## config.mk

```make
export PLATFORM = sky130hd
export DESIGN_NAME = framed_serial_receiver_validator_unit
export DESIGN_NICKNAME = d
export VERILOG_FILES = /design/src/design/frsv_pkg.sv /design/src/design/frsv_cfg_regs.sv /design/src/design/framed_serial_receiver_validator_unit.sv
export SDC_FILE = /design/constraint.sdc
export NUM_CORES = 1
export LEC_CHECK = 0
export ABC_AREA = 0
export BUFFER_PORTS_ARGS = -buffer_cell sky130_fd_sc_hd__buf_2
export CAP_MARGIN = 20
export CELL_PAD_IN_SITES_DETAIL_PLACEMENT = 1
export CELL_PAD_IN_SITES_GLOBAL_PLACEMENT = 2
export CORE_UTILIZATION = 35
export DETAILED_ROUTE_END_ITERATION = 6
export PLACE_DENSITY_LB_ADDON = 0.25
export SYNTH_ARGS = -nofsm -noshare
export SYNTH_HDL_FRONTEND = slang
export SYNTH_SLANG_ARGS = --single-unit
export TNS_END_PERCENT = 100
```

## constraint.sdc

```tcl
create_clock -name i_clk -period 13 [get_ports i_clk]
set_clock_uncertainty 0.1 [all_clocks]
set_input_delay 1.3 -clock i_clk [delete_from_list [all_inputs] [get_ports i_clk]]
set_output_delay 1.3 -clock i_clk [all_outputs]
set_load 0.02 [all_outputs]
```

## src/design/frsv_pkg.sv

```systemverilog
// Types and constants of the framed serial receiver and validator.
package frsv_pkg;

    // Result codes of one step.
    typedef enum logic [1:0] {
        EV_NONE     = 2'd0,
        EV_FRAME    = 2'd1,
        EV_TIMEOUT  = 2'd2,
        EV_OVERFLOW = 2'd3
    } t_event;

    // Configuration register indexes.
    localparam logic [1:0] REG_HEAD_BYTE     = 2'd0;
    localparam logic [1:0] REG_TAIL_BYTE     = 2'd1;
    localparam logic [1:0] REG_TIMEOUT_TICKS = 2'd2;

    localparam logic [7:0] HEAD_BYTE_RST     = 8'h5A;
    localparam logic [7:0] TAIL_BYTE_RST     = 8'hAA;
    localparam logic [7:0] TIMEOUT_TICKS_RST = 8'd5;

    // Fixed frame layout.
    localparam int unsigned OVERHEAD_LEN  = 13;
    localparam int unsigned PAYLOAD_START = 10;
    localparam int unsigned POS_SEQUENCE  = 5;
    localparam int unsigned POS_SUBSEQ_LO = 6;
    localparam int unsigned POS_SUBSEQ_HI = 7;
    localparam int unsigned POS_COMMAND   = 8;

    localparam logic REQ_BYTE = 1'b0;
    localparam logic REQ_TICK = 1'b1;

    typedef struct packed {
        logic [7:0] head_byte;
        logic [7:0] tail_byte;
        logic [7:0] timeout_ticks;
    } t_cfg;

    typedef struct packed {
        logic       req_type;
        logic [7:0] rx_byte;
    } t_in_word;

    typedef struct packed {
        logic [1:0]  event_res;
        logic [10:0] frame_length;
        logic [4:0]  command_code;
        logic        write_request;
        logic [7:0]  sequence_res;
        logic [15:0] subsequence;
        logic        payload_valid;
        logic [9:0]  payload_index;
        logic [7:0]  payload_byte;
    } t_out_word;

    // Frame state that a clear sets back to zero (position is kept apart).
    typedef struct packed {
        logic        head_seen;
        logic [15:0] declared_length;
        logic [15:0] running_sum;
        logic [15:0] received_checksum;
        logic [7:0]  command_byte;
        logic [7:0]  sequence_byte;
        logic [15:0] subsequence_word;
    } t_frame;

endpackage

```

## src/design/frsv_cfg_regs.sv

```systemverilog
// Configuration registers of the framed serial receiver: head, tail and timeout.
module frsv_cfg_regs (
    input  logic              i_clk,
    input  logic              i_rst_n,
    input  logic              i_cfg_we,
    input  logic [1:0]        i_cfg_index,
    input  logic [7:0]        i_cfg_wdata,
    output frsv_pkg::t_cfg    o_cfg
);
    import frsv_pkg::*;

    t_cfg r_cfg;
    t_cfg n_cfg;

    always_comb begin
        n_cfg = r_cfg;
        if (i_cfg_we) begin
            case (i_cfg_index)
                REG_HEAD_BYTE:     n_cfg.head_byte     = i_cfg_wdata;
                REG_TAIL_BYTE:     n_cfg.tail_byte     = i_cfg_wdata;
                REG_TIMEOUT_TICKS: n_cfg.timeout_ticks = i_cfg_wdata;
                default:           n_cfg = r_cfg;
            endcase
        end
    end

    always_ff @(posedge i_clk) begin
        if (!i_rst_n) begin
            r_cfg.head_byte     <= HEAD_BYTE_RST;
            r_cfg.tail_byte     <= TAIL_BYTE_RST;
            r_cfg.timeout_ticks <= TIMEOUT_TICKS_RST;
        end else begin
            r_cfg <= n_cfg;
        end
    end

    assign o_cfg = r_cfg;

endmodule

```

## src/design/framed_serial_receiver_validator_unit.sv

```systemverilog
// Top level of the framed serial receiver and validator.
//
//  Channel   Direction  Handshake                     Word
//  in        input      i_in_valid / o_in_ready       byte or tick (t_in_word)
//  out       output     o_out_valid / i_out_ready     one result per input word
//  cfg       input      i_cfg_we, i_cfg_index         8-bit register write
//
// Every input word is handled by combinational logic; its result is registered and
// shows on the output in the cycle after the word is accepted.
// A new word is accepted in every cycle in which the result register is empty
// or its word is being taken: one word per cycle while the output is not stalled.
// A stalled output holds the input off; no receiver state changes while stalled.
// Reset is synchronous and active low; it restores the register defaults and
// empties the receiver and the byte timer.
module framed_serial_receiver_validator_unit #(
    parameter int unsigned MAX_FRAME_LEN = 1024
) (
    input  logic                 i_clk,
    input  logic                 i_rst_n,
    input  logic                 i_in_valid,
    output logic                 o_in_ready,
    input  frsv_pkg::t_in_word   i_in_word,
    output logic                 o_out_valid,
    input  logic                 i_out_ready,
    output frsv_pkg::t_out_word  o_out_word,
    input  logic                 i_cfg_we,
    input  logic [1:0]           i_cfg_index,
    input  logic [7:0]           i_cfg_wdata
);
    import frsv_pkg::*;

    localparam int unsigned PW = $clog2(MAX_FRAME_LEN + 1);
    localparam logic [16:0] MAX_LEN17  = 17'(MAX_FRAME_LEN);
    localparam logic [15:0] OVERHEAD16 = 16'(OVERHEAD_LEN);

    t_cfg       cfg;
    logic       in_fire;

    t_frame     r_frame;
    t_frame     n_frame;
    logic [PW-1:0] r_position;
    logic [PW-1:0] n_position;
    logic [7:0] r_byte_timer;
    logic [7:0] n_byte_timer;
    t_out_word  r_out;
    t_out_word  n_out;
    logic       r_out_valid;

    frsv_cfg_regs u_cfg (
        .i_clk       (i_clk),
        .i_rst_n     (i_rst_n),
        .i_cfg_we    (i_cfg_we),
        .i_cfg_index (i_cfg_index),
        .i_cfg_wdata (i_cfg_wdata),
        .o_cfg       (cfg)
    );

    assign o_in_ready = !r_out_valid || i_out_ready;
    assign in_fire    = i_in_valid && o_in_ready;

    always_comb begin
        logic [7:0]  b;
        logic [16:0] pos17;
        logic [15:0] len_m3;
        logic [16:0] pay_idx;

        n_frame      = r_frame;
        n_position   = r_position;
        n_byte_timer = r_byte_timer;
        n_out        = '0;
        b            = i_in_word.rx_byte;
        pos17        = '0;
        len_m3       = '0;
        pay_idx      = '0;

        if (i_in_word.req_type == REQ_TICK) begin
            if (r_byte_timer != 8'd0) begin
                n_byte_timer = r_byte_timer - 8'd1;
                if (r_byte_timer == 8'd1) begin
                    n_frame         = '0;
                    n_position      = '0;
                    n_out.event_res = EV_TIMEOUT;
                end
            end
        end else begin
            // A byte beyond the largest frame drops the partial frame first.
            if (17'(r_position) >= MAX_LEN17) begin
                n_frame         = '0;
                n_position      = '0;
                n_out.event_res = EV_OVERFLOW;
            end
            if (!n_frame.head_seen) begin
                n_position = '0;
            end

            pos17  = 17'(n_position);
            len_m3 = n_frame.declared_length - 16'd3;
            if (pos17 == 17'd0) begin
                n_frame.running_sum = {8'd0, b};
            end else if (pos17 < 17'd3) begin
                n_frame.running_sum = n_frame.running_sum + {8'd0, b};
                if (pos17 == 17'd1) begin
                    n_frame.declared_length[7:0] = b;
                end else begin
                    n_frame.declared_length[15:8] = b;
                end
            end else if (n_frame.declared_length >= OVERHEAD16) begin
                if (pos17 < {1'b0, len_m3}) begin
                    n_frame.running_sum = n_frame.running_sum + {8'd0, b};
                end else if (pos17 == {1'b0, len_m3}) begin
                    n_frame.received_checksum[7:0] = b;
                end else if (pos17 == {1'b0, len_m3} + 17'd1) begin
                    n_frame.received_checksum[15:8] = b;
                end
                if (pos17 >= 17'(PAYLOAD_START) && pos17 < {1'b0, len_m3}) begin
                    pay_idx             = pos17 - 17'(PAYLOAD_START);
                    n_out.payload_valid = 1'b1;
                    n_out.payload_index = pay_idx[9:0];
                    n_out.payload_byte  = b;
                end
            end

            if (pos17 == 17'(POS_SEQUENCE)) begin
                n_frame.sequence_byte = b;
            end else if (pos17 == 17'(POS_SUBSEQ_LO)) begin
                n_frame.subsequence_word[7:0] = b;
            end else if (pos17 == 17'(POS_SUBSEQ_HI)) begin
                n_frame.subsequence_word[15:8] = b;
            end else if (pos17 == 17'(POS_COMMAND)) begin
                n_frame.command_byte = b;
            end

            // The position is below the limit here, so the increment fits.
            n_position   = n_position + PW'(1);
            n_byte_timer = cfg.timeout_ticks;
            if (b == cfg.head_byte) begin
                n_frame.head_seen = 1'b1;
            end

            if (n_frame.head_seen && n_frame.declared_length >= OVERHEAD16 &&
                17'(n_position) == {1'b0, n_frame.declared_length} &&
                b == cfg.tail_byte &&
                n_frame.running_sum == n_frame.received_checksum) begin
                n_out.event_res     = EV_FRAME;
                n_out.frame_length  = n_frame.declared_length[10:0];
                n_out.command_code  = n_frame.command_byte[4:0];
                n_out.write_request = n_frame.command_byte[5];
                n_out.sequence_res  = n_frame.sequence_byte;
                n_out.subsequence   = n_frame.subsequence_word;
                n_frame             = '0;
                n_position          = '0;
            end
        end
    end

    always_ff @(posedge i_clk) begin
        if (!i_rst_n) begin
            r_frame      <= '0;
            r_position   <= '0;
            r_byte_timer <= '0;
            r_out_valid  <= 1'b0;
        end else begin
            if (in_fire) begin
                r_frame      <= n_frame;
                r_position   <= n_position;
                r_byte_timer <= n_byte_timer;
                r_out_valid  <= 1'b1;
            end else if (i_out_ready) begin
                r_out_valid  <= 1'b0;
            end
        end
    end

    always_ff @(posedge i_clk) begin
        if (in_fire) begin
            r_out <= n_out;
        end
    end

    assign o_out_valid = r_out_valid;
    assign o_out_word  = r_out;

endmodule

```

# After elaboration in Yosys (flattened, before gate mapping)
# Cells that the tools add are included.
dict set report totals {
  reg_bits 187
  latchBits 0
  ram_bits 0
  romBits 0
  in_bits 24
  output_inout_bits 64
  wordCells 124
  n_memories 0
}
dict set report op_classes {
  add_sub_neg 6
  n_mul 0
  n_div 0
  order_cmp 6
  n_eq_ne 16
  shift 0
  mux 51
  bitwise_logic 3
  n_reduce_logical 20
}
# op count
set ops {}
lappend ops {{$mux 81} 6}
lappend ops {{$mux 16} 12}
lappend ops {{$mux 8} 15}
lappend ops {{$mux 11} 7}
lappend ops {{$mux 43} 1}
lappend ops {{$eq 11x3->1 const B} 3}
lappend ops {{$eq 11x16->1} 2}
lappend ops {{$ge 16x4->1 const B} 2}
lappend ops {{$mux 32} 1}
lappend ops {{$mux 19} 1}
lappend ops {{$add 16x1->17 const B} 1}
lappend ops {{$eq 11x17->1} 1}
lappend ops {{$add 16x8->16} 1}
lappend ops {{$eq 16x16->1} 1}
lappend ops {{$eq 8x8->1} 2}
lappend ops {{$lt 11x16->1} 1}
lappend ops {{$sub 16x2->16 const B} 1}
lappend ops {{$add 11x1->11 const B} 1}
lappend ops {{$eq 11x1->1 const B} 1}
lappend ops {{$eq 11x4->1 const B} 1}
lappend ops {{$ge 11x11->1 const B} 1}
lappend ops {{$ge 11x4->1 const B} 1}
lappend ops {{$logic_not 11->1} 1}
lappend ops {{$lt 11x2->1 const B} 1}
lappend ops {{other kinds (20)} 37}

# Depth between registers and ports, before layout
dict set report logic_depth {
  ltp_word 17
  ltp_mapped 27
  ltp_nobuf 22
}

# Modules after synthesis
# Synthesis repeated with hierarchy kept, for this count alone.
dict set report hier_totals {
  hier_cells 1318
  area_unflattened_um2 11813.8
}
# module instances cells_per_inst area_each_um2 seq_area_each_um2
set modules_own_cells {}
lappend modules_own_cells {framed_serial_receiver_validator_unit 1 1215 10766.6 3843.7}
lappend modules_own_cells {frsv_cfg_regs 1 103 1047.3 480.5}

# Worst setup path before layout
# Ideal clock, no wire load.
dict set report synth_timing {
  path_kind {reg-to-reg}
  from {register r_position[10]}
  to {register r_frame[46] (netlist name)}
  setup_ps 117
  arrival_ps 6184
  required_time_ps 12783
  setup_slack_ps 6599
  path_stages_with_launch 25
  period_less_slack_ps 6401
  path_cell_list {dfxtp_1 -> clkbuf_1 -> clkbuf_1 -> buf_1 -> clkbuf_1 -> clkbuf_1 -> buf_1 -> clkbuf_1 -> nor2_1 -> ha_1 -> a211o_1 -> a21oi_1 -> o21ai_0 -> o21ai_0 -> o31ai_2 -> a2111oi_0 -> o21ai_1 -> xnor2_1 -> a2111oi_1 -> o22ai_1 -> or4_1 -> buf_2 -> and3_1 -> clkbuf_1 -> a22o_1}
}
dict set report synth_via {
  elab_chain_len 17
}
# item line_no
set synth_rtl {}
lappend synth_rtl {{start: declaration} framed_serial_receiver_validator_unit.sv:41} ;# logic [PW-1:0] r_position;
lappend synth_rtl {{start signal: assignment} framed_serial_receiver_validator_unit.sv:165} ;# r_position <= n_position;
lappend synth_rtl {{$ge 11x11->1} framed_serial_receiver_validator_unit.sv:87} ;# if (17'(r_position) >= MAX_LEN17) begin
lappend synth_rtl {{$mux 81} framed_serial_receiver_validator_unit.sv:87}
lappend synth_rtl {{$mux 81} framed_serial_receiver_validator_unit.sv:76} ;# if (i_in_word.req_type == REQ_TICK) begin
lappend synth_rtl {{$sub 16x2->16 or $mux 11 (tied branches)} {framed_serial_receiver_validator_unit.sv:97, framed_serial_receiver_validator_unit.sv:92}}
lappend synth_rtl {{$add 16x1->17 or $mux 11 (tied branches)} {framed_serial_receiver_validator_unit.sv:112, framed_serial_receiver_validator_unit.sv:76}}
lappend synth_rtl {{$eq 11x17->1 or $eq 11x1->1 (tied branches)} {framed_serial_receiver_validator_unit.sv:112, framed_serial_receiver_validator_unit.sv:102}}
lappend synth_rtl {{$mux 8, on equally long branches} {framed_serial_receiver_validator_unit.sv:112, framed_serial_receiver_validator_unit.sv:102}}
lappend synth_rtl {{$mux 8 or $mux 16 (tied branches)} {framed_serial_receiver_validator_unit.sv:110, framed_serial_receiver_validator_unit.sv:100}}
lappend synth_rtl {{$mux 16, on equally long branches} {framed_serial_receiver_validator_unit.sv:108, framed_serial_receiver_validator_unit.sv:98}}
lappend synth_rtl {{$mux 32 or $mux 16 (tied branches)} {framed_serial_receiver_validator_unit.sv:107, framed_serial_receiver_validator_unit.sv:76}}
lappend synth_rtl {{$mux 16 or $ge 16x4->1 (tied branches)} {framed_serial_receiver_validator_unit.sv:100, framed_serial_receiver_validator_unit.sv:140}}
lappend synth_rtl {{$mux 16 or $logic_and 1x1->1 (tied branches)} {framed_serial_receiver_validator_unit.sv:98, framed_serial_receiver_validator_unit.sv:140}}
lappend synth_rtl {{$mux 16 or $logic_and 1x1->1 (tied branches)} {framed_serial_receiver_validator_unit.sv:76, framed_serial_receiver_validator_unit.sv:140}}
lappend synth_rtl {{$eq 16x16->1 or $logic_and 1x1->1 (tied branches)} {framed_serial_receiver_validator_unit.sv:143, framed_serial_receiver_validator_unit.sv:141}}
lappend synth_rtl {{$logic_and 1x1->1} framed_serial_receiver_validator_unit.sv:142} ;# b == cfg.tail_byte &&
lappend synth_rtl {{$mux 81 (*)} framed_serial_receiver_validator_unit.sv:140} ;# if (n_frame.head_seen && n_frame.declared_length >= OVERHEAD16 &&
lappend synth_rtl {{$mux 81 (*)} framed_serial_receiver_validator_unit.sv:76}
lappend synth_rtl {{end signal: assignment} framed_serial_receiver_validator_unit.sv:164} ;# r_frame <= n_frame;
lappend synth_rtl {{end: declaration} framed_serial_receiver_validator_unit.sv:39} ;# t_frame r_frame;
# Mark *: on every way between the ends. The rest lies on a longest branch, timed or not. The select of a mux whose other input is x is not followed.
# A chain may end at the register's enable or synchronous reset.

# Worst setup path after layout
dict set report layout_timing {
  from {register r_position[10]}
  to {register r_frame[50] (netlist name)}
}
# The elaborated chain is that of the path after synthesis.

==> results by group <==
Floorplan
  • Core area: 33700 sq um
  • Starting density of the core: 35.8%
  • Die area: 35200 sq um
  • Row cnt: 67
  • Die Wd: 188 microns
  • Die height: 188 microns
  • Top Ports: 88

GRT
  • Pin count of the biggest net entering global routing: 71
  • Total Routing Usage GR: 25.8%
  • Vias in the first global route: 11600
  • Initial antenna violation count: 0
  • First-pass GRT wire length: 70.3 mm
  • Gr ovfl total: 0

Synthesis
  • Synth top area share: 20.4%
  • Synth cell count leaders: nand2_1, nor2_1, dfxtp_1
  • Post-synthesis register bit count: 185
  • Cell Area, Synth: 12100 sq um
  • Area contributors post-synth: dfxtp_1, edfxtp_1, nand2_1, nor2_1, ha_1
  • Post-synth cell types: 86
  • Sequential cell area fraction in the yosys report: 35.8%
  • Mapped Nets: 1516
  • Main synth FF type: dfxtp_1
  • Mean Syn Cell Area: 8.28 sq um
  • Post-synthesis cell count: 1458
  • Post-synth ARST share: 0%
  • Number of synthesized flops with an enable pin: 62
  • Ys Warns: 0
  • Leading area contributor after synthesis: dfxtp_1
  • Top-count cell post-synth: nand2_1

Setup path
  • CP Data Required Time: 13.21 ns
  • Crit path capture type: flop
  • CP max-delay cell: or4_1
  • R2r startpoint: r_position[10]$_SDFFE_PN0P_
  • Crit-path max cell delay: 0.96 ns
  • CP Max Fanout: 70
  • Worst EP arrival: 8.36 ns
  • Most used cell, CP: nor4_1
  • Cell breakdown of the critical path: buf_4 -> nand2b_1 -> ha_1 -> a211oi_1 -> a21oi_1 -> a211oi_1 -> ha_1 -> nand4_1 -> nor4_1 -> o21ai_0 -> a2111oi_0 -> nand3_1 -> or3_1 -> a21oi_1 -> nor4_1 -> nor4_1 -> nand3_1 -> or4_1 -> nand2_1 -> o21ai_0
  • Critical path startpoint category: flop
  • WP buf/inv: 1
  • CP Launch Point: r_position[10]$_SDFFE_PN0P_
  • Flop-to-flop setup slack: 4.85 ns
  • CP top delay family: simple AND/OR/NAND/NOR gates
  • Setup CP Type: reg2reg

Drt
  • Detailed Routing Iterations Pass 1: 5
  • Starting DRT DRC Count: 815
  • Routed wire per std cell: 23.4 microns
  • Detail Route Antenna Nets: 0
  • Vias: 11600
  • Final Routed Wirelength: 45.4 mm
  • Residual DRC: 0
  • Via-to-Cell Ratio: 5.96

STA
  • Final hold vios: 0
  • Fin crit share: 62.7%
  • Unrepaired setup endpoints after global routing: false
  • Rel. slew slack: 25.3%
  • Least-Margin Pin Slew: 1.11 ns
  • Setup TNS Final: 0 ns
  • Fin crit period: 8.15 ns
  • Fin. max-slew vios: 0
  • Final Setup Violations: 0
  • Fmax: 123 MHz

Clock network
  • CTS Root Cell: clkbuf_16
  • Post-CTS Setup Bufs: 0
  • Max Root-Sink Buffers: 2
  • CTS clk-pin slew, worst paths: 0.07 ns
  • Later-pin clock latency in the skew report: 0.46 ns
  • Hold buffers post-CTS: 0
  • Clock Sinks: 185
  • CTS H-tree lvls: 4
  • CTS Buf Count: 17
  • # resized after CTS: 0
  • CTS tree: yes

Flow run
  • Max-Cap Viols: 0

Placed design
  • GPL Wtd Cong: 0.927
  • DP HPWL: 31.8 mm
  • # port buffers: 87

Final layout
  • Synth-to-layout area growth: 11.7%
  • Nets@finish: 1537
  • Layout cells sized above 1: 12.2%
  • Ant diodes: 0
  • Final core occ: 40.0%

Pwr
  • P_leak: 5.36 nW
  • Pwr per Cell Area: 99.8 nW/um^2
  • Worst vdd ir: 0.0974 mV

Status
  • Status: completed

Hold path
  • Hold path start: r_frame[16]$_SDFFE_PN0P_
  • Worst min path class: reg2reg
## power by group
part           internal, mW  switching, mW
Clock                 0.336          0.250
Sequential            0.612        0.00869
Combinational        0.0430         0.0950
## worst reg2reg max path: cells and delay by family (launching register included)
kind,cells,cell delay [ns]
flip-flops,1,0.32
adder cells (fa/ha/maj),2,0.56
AO/OA/AOI/OAI,7,2.40
AND/OR/NAND/NOR,10,4.27
buffers and inverters,1,0.36
## routing by layer
metal / vias to the layer above / global-route usage (%) / share of wire, %
met5: - / 0 / 0
met4: 0 / 8.13 / 2.3
met3: 60 / 2.79 / 3.4
met2: 278 / 43.7 / 48
met1: 5857 / 34.2 / 47
li1: 5372 / - / -
## cell type report
cell class | instances | area, sq um
Sequential cell | 185 | 4330
Clock inverter | 12 | 183
Tap cell | 448 | 561
Timing Repair Buffer | 112 | 621
Fill cell | 4035 | 20200
Multi-Input combinational cell | 1126 | 7200
Clock buffer | 20 | 458
Inverter | 37 | 139
## cell usage in the layout, fill, tap and decap left out, types with 21 or more instances in the layout
cell type and instances:
nand3_1 38, o21ai_0 81, edfxtp_1 62, a21oi_1 80, dfxtp_1 122, xnor2_1 39
and2_1 23, buf_4 24, mux2i_1 40, nor3_1 31, nand2_1 158, and3_1 45
nor2_1 130, inv_1 35, buf_2 88, nor2b_1 47, a22o_1 24, nor4_1 21
ha_1 33, xor2_1 23
## flip-flops by register name, indices dropped and copies added, names as in the netlist
register      flops
r_frame          79
o_out_word       62
u_cfg.o_cfg      24
r_position       11
r_byte_timer      8
o_out_valid       1
## kinds of logic (layout without fill, tap and decap cells)
family	count (synthesis)	after routing	synth area share, %
and+or+nand+nor	595	595	25.0
AOI/OAI and AO/OA	389	389	22.4
DFF	185	185	35.8
buffers and inverters	147	181	4.70
xor gates and xnor gates	64	64	4.88
muxes	43	43	3.60
adders and majority gates	34	34	3.59
other	1	1	0.0311
## metrics by stage
stage / hold WS, ns / worst slack [ns] / cells / area, sq um / power (mW)
2_1_floorplan: 0.317 / 6.60 / 1458 / 12100 / 0.720
3_3_place_gp: 0.338 / 5.15 / 1907 / 12800 / 0.769
3_5_place_dp: 0.345 / 5.05 / 1907 / 12800 / 0.772
4_1_cts: 0.361 / 4.99 / 1939 / 13500 / 1.35
5_1_grt: 0.387 / 4.27 / 1940 / 13500 / 1.38
6_report: 0.357 / 4.85 / 1940 / 13500 / 1.35
## worst paths after layout
path / end / cells after the start
worst min-delay path: r_frame[16]$_SDFFE_PN0P_ / 2
worst max-delay path: r_frame[50]$_SDFFE_PN0P_ / 20
worst min register to register: r_frame[16]$_SDFFE_PN0P_ / 2
worst max register to register: r_frame[50]$_SDFFE_PN0P_ / 20
Note: power is estimated with default switching activity, not from simulation.
